`src/rtl/core/ifrdp_pkg.sv`:
```
// Package for the info frame receiver: codes, limits, config and result types.
// No dependencies; imported by every module of the receiver.
`timescale 1ns / 1ps
`default_nettype none

package ifrdp_pkg;

    // Frame size limit and counter width
    localparam int MAX_PAYLOAD = 2048;
    localparam int CNT_W       = 12;
    localparam int CFG_IDX_W   = 3;

    // Parser state codes
    localparam logic [2:0] ST_HUNT = 3'd0;
    localparam logic [2:0] ST_FLAG = 3'd1;
    localparam logic [2:0] ST_ADDR = 3'd2;
    localparam logic [2:0] ST_CTRL = 3'd3;
    localparam logic [2:0] ST_DATA = 3'd4;

    // Config register indexes
    localparam logic [CFG_IDX_W-1:0] REG_FLAG   = 3'd0;
    localparam logic [CFG_IDX_W-1:0] REG_ADDR   = 3'd1;
    localparam logic [CFG_IDX_W-1:0] REG_CTRL0  = 3'd2;
    localparam logic [CFG_IDX_W-1:0] REG_CTRL1  = 3'd3;
    localparam logic [CFG_IDX_W-1:0] REG_ESCAPE = 3'd4;
    localparam logic [CFG_IDX_W-1:0] REG_MASK   = 3'd5;

    // Config reset values
    localparam logic [7:0] RST_FLAG   = 8'd126;
    localparam logic [7:0] RST_ADDR   = 8'd3;
    localparam logic [7:0] RST_CTRL0  = 8'd0;
    localparam logic [7:0] RST_CTRL1  = 8'd64;
    localparam logic [7:0] RST_ESCAPE = 8'd125;
    localparam logic [7:0] RST_MASK   = 8'd32;

    // Result codes
    localparam logic       KIND_PAYLOAD = 1'b0;
    localparam logic       KIND_REPORT  = 1'b1;
    localparam logic [1:0] ERR_OK       = 2'd0;
    localparam logic [1:0] ERR_PARITY   = 2'd1;
    localparam logic [1:0] ERR_LONG     = 2'd2;
    localparam logic [1:0] ERR_MALFORM  = 2'd3;
    localparam logic       ACK_RR       = 1'b0;
    localparam logic       ACK_REJ      = 1'b1;

    typedef struct packed {
        logic [7:0] flag_byte;
        logic [7:0] address_byte;
        logic [7:0] ctrl_seq_zero;
        logic [7:0] ctrl_seq_one;
        logic [7:0] escape_byte;
        logic [7:0] unstuff_mask;
    } t_cfg;

    typedef struct packed {
        logic             out_kind;
        logic [7:0]       payload_byte;
        logic [CNT_W-1:0] payload_len;
        logic [1:0]       error_code;
        logic             ack_kind;
        logic             ack_seq;
    } t_result;

endpackage

`default_nettype wire

```
`src/rtl/core/ifrdp_cfg_regs.sv`:
```
// Configuration register bank of the info frame receiver.
// Depends on ifrdp_pkg for register indexes, reset values and t_cfg.
`timescale 1ns / 1ps
`default_nettype none

module ifrdp_cfg_regs
    import ifrdp_pkg::*;
(
    input  wire logic                 i_clk,
    input  wire logic                 i_rst_n,
    input  wire logic                 i_cfg_wr_en,
    input  wire logic [CFG_IDX_W-1:0] i_cfg_index,
    input  wire logic [7:0]           i_cfg_wdata,
    output t_cfg                      o_cfg
);

    t_cfg r_cfg;

    always_ff @(posedge i_clk) begin
        if (!i_rst_n) begin
            r_cfg.flag_byte     <= RST_FLAG;
            r_cfg.address_byte  <= RST_ADDR;
            r_cfg.ctrl_seq_zero <= RST_CTRL0;
            r_cfg.ctrl_seq_one  <= RST_CTRL1;
            r_cfg.escape_byte   <= RST_ESCAPE;
            r_cfg.unstuff_mask  <= RST_MASK;
        end else if (i_cfg_wr_en) begin
            // indexes past the last register are dropped
            case (i_cfg_index)
                REG_FLAG:   r_cfg.flag_byte     <= i_cfg_wdata;
                REG_ADDR:   r_cfg.address_byte  <= i_cfg_wdata;
                REG_CTRL0:  r_cfg.ctrl_seq_zero <= i_cfg_wdata;
                REG_CTRL1:  r_cfg.ctrl_seq_one  <= i_cfg_wdata;
                REG_ESCAPE: r_cfg.escape_byte   <= i_cfg_wdata;
                REG_MASK:   r_cfg.unstuff_mask  <= i_cfg_wdata;
                default: ;
            endcase
        end
    end

    assign o_cfg = r_cfg;

endmodule

`default_nettype wire

```
`src/rtl/core/ifrdp_parser.sv`:
```
// Frame parser: header hunt, unstuffing, one-byte holdback, parity and report.
// Depends on ifrdp_pkg for state codes, result codes and t_cfg / t_result.
`timescale 1ns / 1ps
`default_nettype none

module ifrdp_parser
    import ifrdp_pkg::*;
(
    input  wire logic       i_clk,
    input  wire logic       i_rst_n,
    input  wire logic       i_advance,
    input  wire logic [7:0] i_byte,
    input  wire t_cfg       i_cfg,
    output logic            o_res_valid,
    output t_result         o_res
);

    localparam logic [CNT_W-1:0] MAX_LEN  = CNT_W'(MAX_PAYLOAD);
    localparam logic [CNT_W-1:0] OVF_MARK = CNT_W'(MAX_PAYLOAD + 1);

    logic [2:0]       r_state,  n_state;
    logic             r_seq,    n_seq;
    logic             r_esc,    n_esc;
    logic [7:0]       r_held,   n_held;
    logic             r_held_v, n_held_v;
    logic [7:0]       r_parity, n_parity;
    logic [CNT_W-1:0] r_count,  n_count;

    logic [7:0] exp_ctrl;
    logic [7:0] data;
    logic       have_data;

    assign exp_ctrl = r_seq ? i_cfg.ctrl_seq_one : i_cfg.ctrl_seq_zero;

    always_comb begin
        n_state     = r_state;
        n_seq       = r_seq;
        n_esc       = r_esc;
        n_held      = r_held;
        n_held_v    = r_held_v;
        n_parity    = r_parity;
        n_count     = r_count;
        o_res_valid = 1'b0;
        o_res       = '0;
        data        = i_byte;
        have_data   = 1'b0;

        unique case (r_state)
            ST_FLAG: begin
                if (i_byte == i_cfg.flag_byte)         n_state = ST_FLAG;
                else if (i_byte == i_cfg.address_byte) n_state = ST_ADDR;
                else                                   n_state = ST_HUNT;
            end
            ST_ADDR: begin
                if (i_byte == i_cfg.flag_byte) n_state = ST_FLAG;
                else if (i_byte == exp_ctrl)   n_state = ST_CTRL;
                else                           n_state = ST_HUNT;
            end
            ST_CTRL: begin
                if (i_byte == i_cfg.flag_byte) begin
                    n_state = ST_FLAG;
                end else if (i_byte == (i_cfg.address_byte ^ exp_ctrl)) begin
                    n_state  = ST_DATA;
                    n_esc    = 1'b0;
                    n_held   = '0;
                    n_held_v = 1'b0;
                    n_parity = '0;
                    n_count  = '0;
                end else begin
                    n_state = ST_HUNT;
                end
            end
            ST_DATA: begin
                if (i_byte == i_cfg.flag_byte) begin
                    // closing flag: end of frame report
                    o_res_valid       = 1'b1;
                    o_res.out_kind    = KIND_REPORT;
                    o_res.payload_len = (r_count > MAX_LEN) ? MAX_LEN : r_count;
                    priority if (r_esc || !r_held_v) o_res.error_code = ERR_MALFORM;
                    else if (r_count > MAX_LEN)      o_res.error_code = ERR_LONG;
                    else if (r_parity != r_held)     o_res.error_code = ERR_PARITY;
                    else                             o_res.error_code = ERR_OK;
                    if (o_res.error_code == ERR_OK) begin
                        n_seq          = ~r_seq;
                        o_res.ack_kind = ACK_RR;
                    end else begin
                        o_res.ack_kind = ACK_REJ;
                    end
                    o_res.ack_seq = n_seq;
                    n_state  = ST_HUNT;
                    n_esc    = 1'b0;
                    n_held   = '0;
                    n_held_v = 1'b0;
                    n_parity = '0;
                    n_count  = '0;
                end else if (r_esc) begin
                    n_esc     = 1'b0;
                    data      = i_byte ^ i_cfg.unstuff_mask;
                    have_data = 1'b1;
                end else if (i_byte == i_cfg.escape_byte) begin
                    n_esc = 1'b1;
                end else begin
                    have_data = 1'b1;
                end

                if (have_data) begin
                    n_held   = data;
                    n_held_v = 1'b1;
                    if (r_held_v) begin
                        // release the byte held back one place
                        if (r_count >= MAX_LEN) begin
                            n_count = OVF_MARK;
                        end else begin
                            n_count            = r_count + 1'b1;
                            n_parity           = r_parity ^ r_held;
                            o_res_valid        = 1'b1;
                            o_res.out_kind     = KIND_PAYLOAD;
                            o_res.payload_byte = r_held;
                        end
                    end
                end
            end
            default: begin
                n_state = (i_byte == i_cfg.flag_byte) ? ST_FLAG : ST_HUNT;
            end
        endcase
    end

    always_ff @(posedge i_clk) begin
        if (!i_rst_n) begin
            r_state  <= ST_HUNT;
            r_seq    <= 1'b0;
            r_esc    <= 1'b0;
            r_held_v <= 1'b0;
            r_parity <= '0;
            r_count  <= '0;
        end else if (i_advance) begin
            r_state  <= n_state;
            r_seq    <= n_seq;
            r_esc    <= n_esc;
            r_held_v <= n_held_v;
            r_parity <= n_parity;
            r_count  <= n_count;
        end
    end

    always_ff @(posedge i_clk) begin
        if (i_advance) begin
            r_held <= n_held;
        end
    end

`ifndef SYNTHESIS
    a_esc_only_in_data: assert property (@(posedge i_clk) disable iff (!i_rst_n)
        r_esc |-> (r_state == ST_DATA))
        else $error("escape pending outside data phase");

    a_count_bound: assert property (@(posedge i_clk) disable iff (!i_rst_n)
        r_count <= OVF_MARK)
        else $error("byte count beyond overflow mark");

    a_data_entry: assert property (@(posedge i_clk) disable iff (!i_rst_n)
        (i_advance && r_state != ST_DATA && n_state == ST_DATA)
        |-> (r_state == ST_CTRL))
        else $error("data phase entered without full header");

    a_report_clears: assert property (@(posedge i_clk) disable iff (!i_rst_n)
        (i_advance && o_res_valid && o_res.out_kind == KIND_REPORT)
        |=> (r_state == ST_HUNT && !r_held_v && r_count == '0))
        else $error("frame state not cleared after report");
`endif

endmodule

`default_nettype wire

```
`src/rtl/core/info_frame_receiver_destuff_parity.sv`:
```
// Path: input register, then parser, then result register, which drives o_out_valid.
// Throughput: one line byte per cycle while o_out_valid is not held by a low i_out_ready;
// the parser state updates as a byte moves between the input and result registers.
// Reset: synchronous, active low; config returns to its defaults, parser hunts
// for an opening flag with sequence bit 0, both pipeline registers empty.
// Depends on ifrdp_pkg, ifrdp_cfg_regs and ifrdp_parser.
`timescale 1ns / 1ps
`default_nettype none

module info_frame_receiver_destuff_parity
    import ifrdp_pkg::*;
(
    input  wire logic                 i_clk,
    input  wire logic                 i_rst_n,
    input  wire logic                 i_cfg_wr_en,
    input  wire logic [CFG_IDX_W-1:0] i_cfg_index,
    input  wire logic [7:0]           i_cfg_wdata,
    input  wire logic                 i_in_valid,
    output logic                      o_in_ready,
    input  wire logic [7:0]           i_rx_byte,
    output logic                      o_out_valid,
    input  wire logic                 i_out_ready,
    output logic                      o_out_kind,
    output logic [7:0]                o_payload_byte,
    output logic [CNT_W-1:0]          o_payload_len,
    output logic [1:0]                o_error_code,
    output logic                      o_ack_kind,
    output logic                      o_ack_seq
);

    t_cfg    cfg;
    t_result res;
    logic    res_valid;
    logic    advance;

    logic       r_in_valid;
    logic [7:0] r_in_byte;
    logic       r_out_valid;
    t_result    r_out;

    // a beat moves from the input register into the parser when the result slot frees up
    assign advance    = r_in_valid && (!r_out_valid || i_out_ready);
    assign o_in_ready = !r_in_valid || advance;

    ifrdp_cfg_regs u_cfg (
        .i_clk       (i_clk),
        .i_rst_n     (i_rst_n),
        .i_cfg_wr_en (i_cfg_wr_en),
        .i_cfg_index (i_cfg_index),
        .i_cfg_wdata (i_cfg_wdata),
        .o_cfg       (cfg)
    );

    ifrdp_parser u_parser (
        .i_clk       (i_clk),
        .i_rst_n     (i_rst_n),
        .i_advance   (advance),
        .i_byte      (r_in_byte),
        .i_cfg       (cfg),
        .o_res_valid (res_valid),
        .o_res       (res)
    );

    always_ff @(posedge i_clk) begin
        if (!i_rst_n) begin
            r_in_valid  <= 1'b0;
            r_out_valid <= 1'b0;
        end else begin
            if (o_in_ready) begin
                r_in_valid <= i_in_valid;
            end
            if (advance) begin
                r_out_valid <= res_valid;
            end else if (i_out_ready) begin
                r_out_valid <= 1'b0;
            end
        end
    end

    always_ff @(posedge i_clk) begin
        if (o_in_ready && i_in_valid) begin
            r_in_byte <= i_rx_byte;
        end
        if (advance && res_valid) begin
            r_out <= res;
        end
    end

    assign o_out_valid    = r_out_valid;
    assign o_out_kind     = r_out.out_kind;
    assign o_payload_byte = r_out.payload_byte;
    assign o_payload_len  = r_out.payload_len;
    assign o_error_code   = r_out.error_code;
    assign o_ack_kind     = r_out.ack_kind;
    assign o_ack_seq      = r_out.ack_seq;

endmodule

`default_nettype wire

```
`config.mk`:
```
export PLATFORM = sky130hd
export DESIGN_NAME = info_frame_receiver_destuff_parity
export DESIGN_NICKNAME = d
export VERILOG_FILES = /design/src/rtl/core/ifrdp_pkg.sv /design/src/rtl/core/ifrdp_cfg_regs.sv /design/src/rtl/core/ifrdp_parser.sv /design/src/rtl/core/info_frame_receiver_destuff_parity.sv
export SDC_FILE = /design/constraint.sdc
export NUM_CORES = 1
export LEC_CHECK = 0
export BUFFER_PORTS_ARGS = -buffer_cell sky130_fd_sc_hd__buf_2
export CORE_UTILIZATION = 62
export CTS_CLUSTER_DIAMETER = 80
export CTS_CLUSTER_SIZE = 14
export DETAILED_ROUTE_END_ITERATION = 6
export HOLD_SLACK_MARGIN = 0.05
export PLACE_DENSITY = 0.83
export SYNTH_ARGS = -nofsm -noshare
export SYNTH_HDL_FRONTEND = slang
export SYNTH_HIERARCHICAL = 1
export SYNTH_SLANG_ARGS = --single-unit
```
`constraint.sdc`:
```
create_clock -name i_clk -period 4.7 [get_ports i_clk]
set_clock_uncertainty 0.1 [all_clocks]
set_input_delay 0 -clock i_clk [delete_from_list [all_inputs] [get_ports i_clk]]
set_output_delay 0 -clock i_clk [all_outputs]
set_load 0.005 [all_outputs]
```
==> results by group, run 1 <==
Timing
  • Peak Freq: 317 MHz
  • Period minus WS final: between 3 and 4 ns
  • Max Slew Vio Count: 0
  • Setup TNS Final: 0 ns
  • Measured slew at the worst slew-check pin: 1.16 ns
  • Worst setup margin: 1.54 ns
  • RSZ-0062 raised after global routing: no
  • Hold Vio Cnt, Final: 0
  • Final setup viols: 0
  • Relative slew margins: between 20% and 30%
  • Final period utilization: 67.1%

Layout
  • Most frequent cells in the layout: dfxtp_1, nand2_1, mux2i_1
  • Most common cell after layout, fill and taps aside: dfxtp_1
  • Layout cells sized above 1: 16.6%
  • Finished Core Util: about three quarters
  • Layout Nets: 641
  • Layout Area Growth over Synthesis: 18.5%
  • Post-route cell area: between 6000 and 7000 µm²
  • Layout fillers: 581
  • N_diodes: 0

Synthesis
  • Post-synth ARST share: 0%
  • Avg Inst Size Synth: 10.3 µm²
  • Biggest area consumer among synthesized cells: dfxtp_1
  • Area fraction of the dominant cell type after synthesis: a little over a quarter
  • Cell Area, Synth: 5720 µm²
  • YS warnings: 6
  • Synth unique cells: 60
  • Post-Syn Instances: 553
  • Synthesized flop and latch total: roughly 120
  • Seq/Total Area, Yosys: 48.1%
  • Synth top area cells: dfxtp_1, edfxtp_1, mux2i_1
  • Top FF cell, synth: dfxtp_1
  • Post-synth EDFFs: 41
  • Synth Net Count: 579

GRT
  • Total gr overflow: 0
  • GRT Total Usage: 28.9%
  • Vias in the first global route: 4,253
  • Largest net degree at the start of global routing: 85
  • Antenna violations before repair: 0
  • Global-route wire length before repair: 21.3 mm

Worst hold path
  • HP Start: i_rx_byte[2]
  • Hold crit path type: in2reg
  • Endpoint of the worst hold path: r_in_byte[2]
  • Hold path cells: 2

Clocking
  • Clk_lat worst skew: 0.52 ns
  • CTS tree: yes
  • CTS Sinks: roughly 120
  • Number of CTS-inserted buffers: 17
  • Clock Pin Slew Worst Setup and Hold Paths: 0.06 ns
  • Max Root-Sink Buffers: 2
  • Post-CTS Hold Buffers: 28
  • Post CTS Setup Buffer Count: 0
  • Root Driver: clkbuf_8
  • H-tree levels: 4
  • Resized Gates After CTS: 0

Placed design
  • I/O Buffers: 50
  • Hpwl dp: 8.98 mm
  • Worst slack, placed: between 1.5 and 2 ns
  • Routability cong.: about 0.95
  • Placement Cell Area: just under 6000 µm²

Power and ir drop
  • Total power: 2.38 mW
  • Power Dens Cells: 351 nW/µm²
  • Peak supply drop: roughly 0.27 mV
  • Leakage: 2.68 nW

Floorplan
  • Starting Density: 64.9%
  • Core footprint: 8810 µm²
  • Ports: 51
  • Die Footprint: 9610 µm²
  • Die height: 98.0 µm
  • # rows: 34
  • Die width: 98.0 µm

Worst setup path
  • Worst reg2reg path depth: 5
  • CP max FO: 12
  • CP delay by family, top: simple AND/OR/NAND/NOR gates
  • R2R Path End: u_parser/r_held[6]
  • Worst path slowest cell: dfxtp_1
  • Crit path kind: reg2reg
  • Startpoint Class: register
  • Worst Path Required: 4.75 ns
  • Crit path DAT: roughly 3.2 ns
  • Flop2flop setup slack: 1.54 ns
  • Crit path buf inv count: 0
  • CP endpoint kind: register
  • Worst R2R Start: u_parser/r_seq
  • CP Cell Sequence: mux2i_1 -> xor2_1 -> nor4_2 -> a41oi_1 -> nor2_1
  • Crit path largest cell delay: 0.74 ns

Routing
  • Pre-Repair DR Iteration Count: 7
  • Iter 0 DRT Violations: 282
  • Number of vias per cell: 5.90
  • Final ANT Viol Nets: 0
  • DR vias: 4,340
  • Wire length per cell: 18.0 µm
  • Drt drc: 5
  • DRT Wirelength: 13.3 mm

Outcome
  • Status: finished, violations left
  • Failing checks: DRC

Run
  • Maxcap violations: 0
==> cell type report <==
cell class | count | area, µm² | area share [%]
Multi-Input combinational cell | 390 | 2760 | 40.7
Sequential cell | 117 | 2750 | 40.6
Timing Repair Buffer | 80 | 546 | 8.05
Clock buffer | 21 | 482 | 7.11
Tap cell | 108 | 135 | 1.99
Clock inverter | 11 | 68.8 | 1.02
Inverter | 9 | 33.8 | 0.499
==> layer usage <==
metal	vias to the layer above	GRT usage, %	share of wire (%)
met5	-	0	0
met4	0	13.4	2.5
met3	26	5.23	5.0
met2	154	52.1	52
met1	2076	33.1	40
li1	2084	-	-
==> per-stage QoR <==
stage | hold WS, ns | cells
5_1_grt | 0.0924 | 736
3_3_place_gp | 0.0847 | 676
2_1_floorplan | -0.0171 | 553
6_report | 0.103 | 736
4_1_cts | 0.0781 | 736
3_5_place_dp | 0.0811 | 676
==> where the power goes <==
part	switching (mW)	internal, mW	total, mW	leakage [nW]
Clock	0.460	0.722	1.18	0.279
Combinational	0.0638	0.0587	0.122	1.35
Sequential	0.0172	1.06	1.07	1.05
==> cells by family after synthesis <==
logic type	Yosys count	share of synthesized area (%)
compound gates	67	8.84
fa+ha+maj	2	0.438
xor+xnor	58	8.88
buf+inv	46	3.68
simple gates	206	19.8
flops	117	48.1
mux	57	10.3
==> state kept, by name (all words and copies together), names as in the netlist <==
register / cells
o_ack_kind: 1
o_ack_seq: 1
o_error_code: 2
o_out_kind: 1
o_out_valid: 1
o_payload_byte: 8
o_payload_len: 12
r_in_byte: 8
r_in_valid: 1
u_cfg/o_cfg: 48
u_parser/r_count: 12
u_parser/r_esc: 1
u_parser/r_held: 8
u_parser/r_held_v: 1
u_parser/r_parity: 8
u_parser/r_seq: 1
u_parser/r_state: 3
==> worst register-to-register path, cell delays in order (launching register included) <==
cell and delay [ns]:
dfxtp_1 0.74, mux2i_1 0.38, xor2_1 0.13, nor4_2 0.31
a41oi_1 0.50, nor2_1 0.62
==> cell usage after synthesis, types with 3 or more instances <==
master	count
o21ai_0	12
nor4b_1	3
a211oi_1	3
nor4_2	3
dfxtp_1	76
nor2_1	31
nand3_1	17
and2_1	25
clkbuf_1	21
edfxtp_1	41
nand4b_1	3
and4bb_1	3
nor2b_1	24
buf_2	12
a32o_1	5
nand4_1	8
xnor2_1	40
nand2_1	55
o221a_2	8
o211ai_1	3
mux2i_1	55
a21oi_1	10
xor2_1	18
o31ai_1	3
nor3_1	11
and3_1	5
inv_1	7
nor4_1	4
==> worst max path at each step <==
stage / from / end / cells past startpoint
2_1_floorplan: r_in_byte[0] / o_ack_kind / 8
3_3_place_gp: u_parser/r_seq / u_parser/r_held[5] / 5
3_5_place_dp: u_parser/r_seq / u_parser/r_held[6] / 5
4_1_cts: u_parser/r_seq / u_parser/r_held[4] / 5
5_1_grt: u_parser/r_seq / u_parser/r_held[7] / 5
6_report: u_parser/r_seq / u_parser/r_held[6] / 5
No activity file was read; power rests on OpenSTA's default activity.
==> run 2: changes to the inputs <==
--- a/config.mk
+++ b/config.mk
@@ -5,13 +5,14 @@
 export SDC_FILE = /design/constraint.sdc
 export NUM_CORES = 1
 export LEC_CHECK = 0
+export ABC_AREA = 1
 export BUFFER_PORTS_ARGS = -buffer_cell sky130_fd_sc_hd__buf_2
-export CORE_UTILIZATION = 62
+export CORE_UTILIZATION = 54
 export CTS_CLUSTER_DIAMETER = 80
 export CTS_CLUSTER_SIZE = 14
 export DETAILED_ROUTE_END_ITERATION = 6
 export HOLD_SLACK_MARGIN = 0.05
-export PLACE_DENSITY = 0.83
+export PLACE_DENSITY = 0.76
 export SYNTH_ARGS = -nofsm -noshare
 export SYNTH_HDL_FRONTEND = slang
 export SYNTH_HIERARCHICAL = 1
==> constraint.sdc (replaced) <==
create_clock -name i_clk -period 2.75 [get_ports i_clk]
set_clock_uncertainty 0.1 [all_clocks]
set_input_delay 0 -clock i_clk [delete_from_list [all_inputs] [get_ports i_clk]]
set_output_delay 0 -clock i_clk [all_outputs]
set_load 0.005 [all_outputs]
==> results by group, run 2 <==
Outcome
  • Status: finished, final reports clean (was finished, violations left)

Worst hold path
  • Hold path cells: 2 (unchanged)
  • HP Start: i_rx_byte[6] (was i_rx_byte[2])
  • Endpoint of the worst hold path: r_in_byte[6] (was r_in_byte[2])
  • Hold crit path type: in2reg (unchanged)

Floorplan
  • # rows: 39 (was 34)
  • Core footprint: 11,400 µm² (was 8810 µm²)
  • Die height: 110 µm (was 98.0 µm)
  • Ports: 51 (unchanged)
  • Starting Density: 55.4% (was 64.9%)
  • Die width: 110 µm (was 98.0 µm)
  • Die Footprint: 12,100 µm² (was 9610 µm²)

Worst setup path
  • R2R Path End: o_payload_byte[3] (was u_parser/r_held[6])
  • Startpoint Class: register (unchanged)
  • Crit path kind: reg2reg (unchanged)
  • Worst reg2reg path depth: 12 (was 5)
  • CP max FO: 25 (was 12)
  • Worst Path Required: 2.76 ns (was 4.75 ns)
  • Flop2flop setup slack: 0.34 ns (was 1.54 ns)
  • CP endpoint kind: register (unchanged)
  • Crit path DAT: 2.42 ns (was 3.21 ns)
  • Worst R2R Start: r_in_byte[6] (was u_parser/r_seq)

Synthesis
  • YS warnings: 6 (unchanged)
  • Synthesized flop and latch total: 117 (unchanged)
  • Synth top area cells: dfxtp_1, edfxtp_1, nand2_1 (was dfxtp_1, edfxtp_1, mux2i_1)
  • Avg Inst Size Synth: 6.90 µm² (was 10.3 µm²)
  • Biggest area consumer among synthesized cells: dfxtp_1 (unchanged)
  • Synth cell count leaders: nand2_1, nor2_1, inv_1 (was dfxtp_1, mux2i_1, nand2_1)
  • Most common cell in the netlist: nand2_1 (was dfxtp_1)
  • Synth Net Count: 943 (was 579)
  • Post-synth ARST share: 0% (unchanged)
  • Post-Syn Instances: 917 (was 553)
  • Post-synth EDFFs: 41 (unchanged)
  • Cell Area, Synth: 6320 µm² (was 5720 µm²)
  • Synth unique cells: 36 (was 60)
  • Area fraction of the dominant cell type after synthesis: 24.1% (was 26.6%)
  • Top FF cell, synth: dfxtp_1 (unchanged)
  • Seq/Total Area, Yosys: 43.5% (was 48.1%)

Run
  • Maxcap violations: 0 (unchanged)

Clocking
  • Clk_lat worst skew: 0.41 ns (was 0.52 ns)
  • Post CTS Setup Buffer Count: 0 (unchanged)
  • Clock Pin Slew Worst Setup and Hold Paths: 0.05 ns (was 0.06 ns)
  • Max Root-Sink Buffers: 2 (unchanged)
  • CTS tree: yes (unchanged)
  • Resized Gates After CTS: 0 (unchanged)
  • Number of CTS-inserted buffers: 17 (unchanged)
  • H-tree levels: 4 (unchanged)
  • Root Driver: clkbuf_16 (was clkbuf_8)
  • CTS Sinks: 117 (unchanged)

Layout
  • Most frequent cells in the layout: nand2_1, nor2_1, inv_1 (was dfxtp_1, nand2_1, mux2i_1)
  • Layout Nets: 1,025 (was 641)
  • Most common cell after layout, fill and taps aside: nand2_1 (was dfxtp_1)
  • Seq. cell area: 2750 µm² (unchanged)
  • Layout cells sized above 1: 12.6% (was 16.6%)
  • Max FFs per register: 48 (unchanged)
  • Layout fillers: 1,013 (was 581)
  • Multi-input logic area: 3070 µm² (was 2760 µm²)
  • Cell Count, Final, Fillers Out: 1,155 (was 736)
  • Layout Area Growth over Synthesis: 20.3% (was 18.5%)
  • N_diodes: 0 (unchanged)

Placed design
  • Inst Count DP: 1,094 (was 676)
  • Hpwl dp: 12.0 mm (was 8.98 mm)
  • I/O Buffers: 50 (unchanged)
  • Routability cong.: 0.921 (was 0.950)

GRT
  • Antenna violations before repair: 0 (unchanged)
  • Total gr overflow: 0 (unchanged)
  • Largest net degree at the start of global routing: 54 (was 85)
  • Global-route wire length before repair: 26.8 mm (was 21.3 mm)
  • Vias in the first global route: 5,501 (was 4,253)
  • GRT Total Usage: 29.8% (was 28.9%)

Timing
  • Max Slew Vio Count: 0 (unchanged)
  • RSZ-0062 raised after global routing: no (unchanged)
  • Final period utilization: 87.8% (was 67.1%)
  • Hold Vio Cnt, Final: 0 (unchanged)
  • Final setup viols: 0 (unchanged)
  • Relative slew margins: 42.7% (was 22.1%)
  • Peak Freq: 414 MHz (was 317 MHz)
  • Setup TNS Final: 0 ns (unchanged)
  • Period minus WS final: 2.41 ns (was 3.16 ns)
  • Measured slew at the worst slew-check pin: 0.859 ns (was 1.16 ns)

Routing
  • Iter 0 DRT Violations: 490 (was 282)
  • Drt drc: 0 (was 5)
  • DRT Wirelength: 17.1 mm (was 13.3 mm)
  • Wire length per cell: 14.8 µm (was 18.0 µm)
  • Final ANT Viol Nets: 0 (unchanged)
  • Number of vias per cell: 5.30 (was 5.90)
  • Pre-Repair DR Iteration Count: 7 (unchanged)
  • DR vias: 6,116 (was 4,340)

Power and ir drop
  • Leakage: 3.40 nW (was 2.68 nW)
  • Peak supply drop: 0.431 mV (was 0.265 mV)
  • Power Dens Cells: 593 nW/µm² (was 351 nW/µm²)
## run 2: cell count changes after synthesis, sizes merged, moves of 21 or more
cell / delta
nand2: +277
nor2: +119
inv: +87
mux2i: -57
nand3: +57
xnor2: -31
and2: -25
nor2b: -25
a21oi: +21
## run 2: how the worst max path moves through the flow
| stage | from | depth (start not counted) | endpoint | slack [ns] |
|---|---|---|---|---|
| finish | r_in_byte[6] | 12 | o_payload_byte[3] | 0.34 |
| global route | r_in_byte[6] | 12 | o_payload_byte[3] | 0.11 |
| CTS | r_in_byte[6] | 12 | o_payload_byte[3] | 0.33 |
| detailed placement | r_in_byte[6] | 12 | o_payload_byte[0] | 0.36 |
| global placement | r_in_byte[6] | 12 | o_payload_byte[0] | 0.40 |
| floorplan | r_in_byte[1] | 12 | o_ack_kind | 0.03 |
## run 2: routing by layer
layer	part of all wire, %	global-route usage, %	up-vias
met1	41	34.7	2753
met5	0	0	-
met3	6.1	6.82	51
li1	-	-	3065
met2	48	50.7	247
met4	4.7	16.5	0
## run 2: what timing repair did
item,4_1_cts,5_1_grt
hold endpoints to repair,58,0
endpoints found under the setup margin,0,0
hold buffers,29,0
## run 2: through the flow
step / util [%] / instance area [µm²] / power [mW] / hold slack (ns) / setup WS (ns)
after floorplan: - / 6330 / 2.10 / -0.00237 / 0.0304
after global placement: 58.6 / 6700 / 2.19 / 0.0771 / 0.403
after detailed placement: 58.6 / 6700 / 2.19 / 0.0781 / 0.358
after CTS: 66.6 / 7600 / 4.53 / 0.182 / 0.335
after global routing: 66.6 / 7600 / 4.67 / 0.195 / 0.110
final: 66.6 / 7600 / 4.51 / 0.197 / 0.336
## run 2: report_power, final
part	internal [mW]	switching [mW]
registers	1.82	0.0359
clock network	1.56	0.755
logic	0.120	0.216
## run 2: layout make-up
type | instances | area share [%]
clock buffer | 23 | 6.15
clock inverter | 9 | 1.97
inverter | 96 | 4.74
multi-input combinational | 679 | 40.4
sequential | 117 | 36.2
tap | 143 | 2.35
timing repair buffer | 88 | 8.16
## run 2: critical path, stage by stage, from the launching register on
cell	delay, ns
edfxtp_1	0.46
inv_2	0.14
nand2_1	0.06
nand2_1	0.05
nand2_1	0.05
nor2_1	0.18
nand2_1	0.11
nor2_1	0.16
inv_2	0.17
o21ai_0	0.11
inv_1	0.10
nor3_4	0.20
buf_12	0.20
## run 2: cell families after synthesis
group,count (synthesis),share of synthesized area [%]
DFF,117,43.5
xor gates and xnor gates,21,2.91
AOI/OAI and AO/OA,60,5.18
adders and majority gates,2,0.396
and+or+nand+nor,596,39.9
buffers and inverters,121,8.03
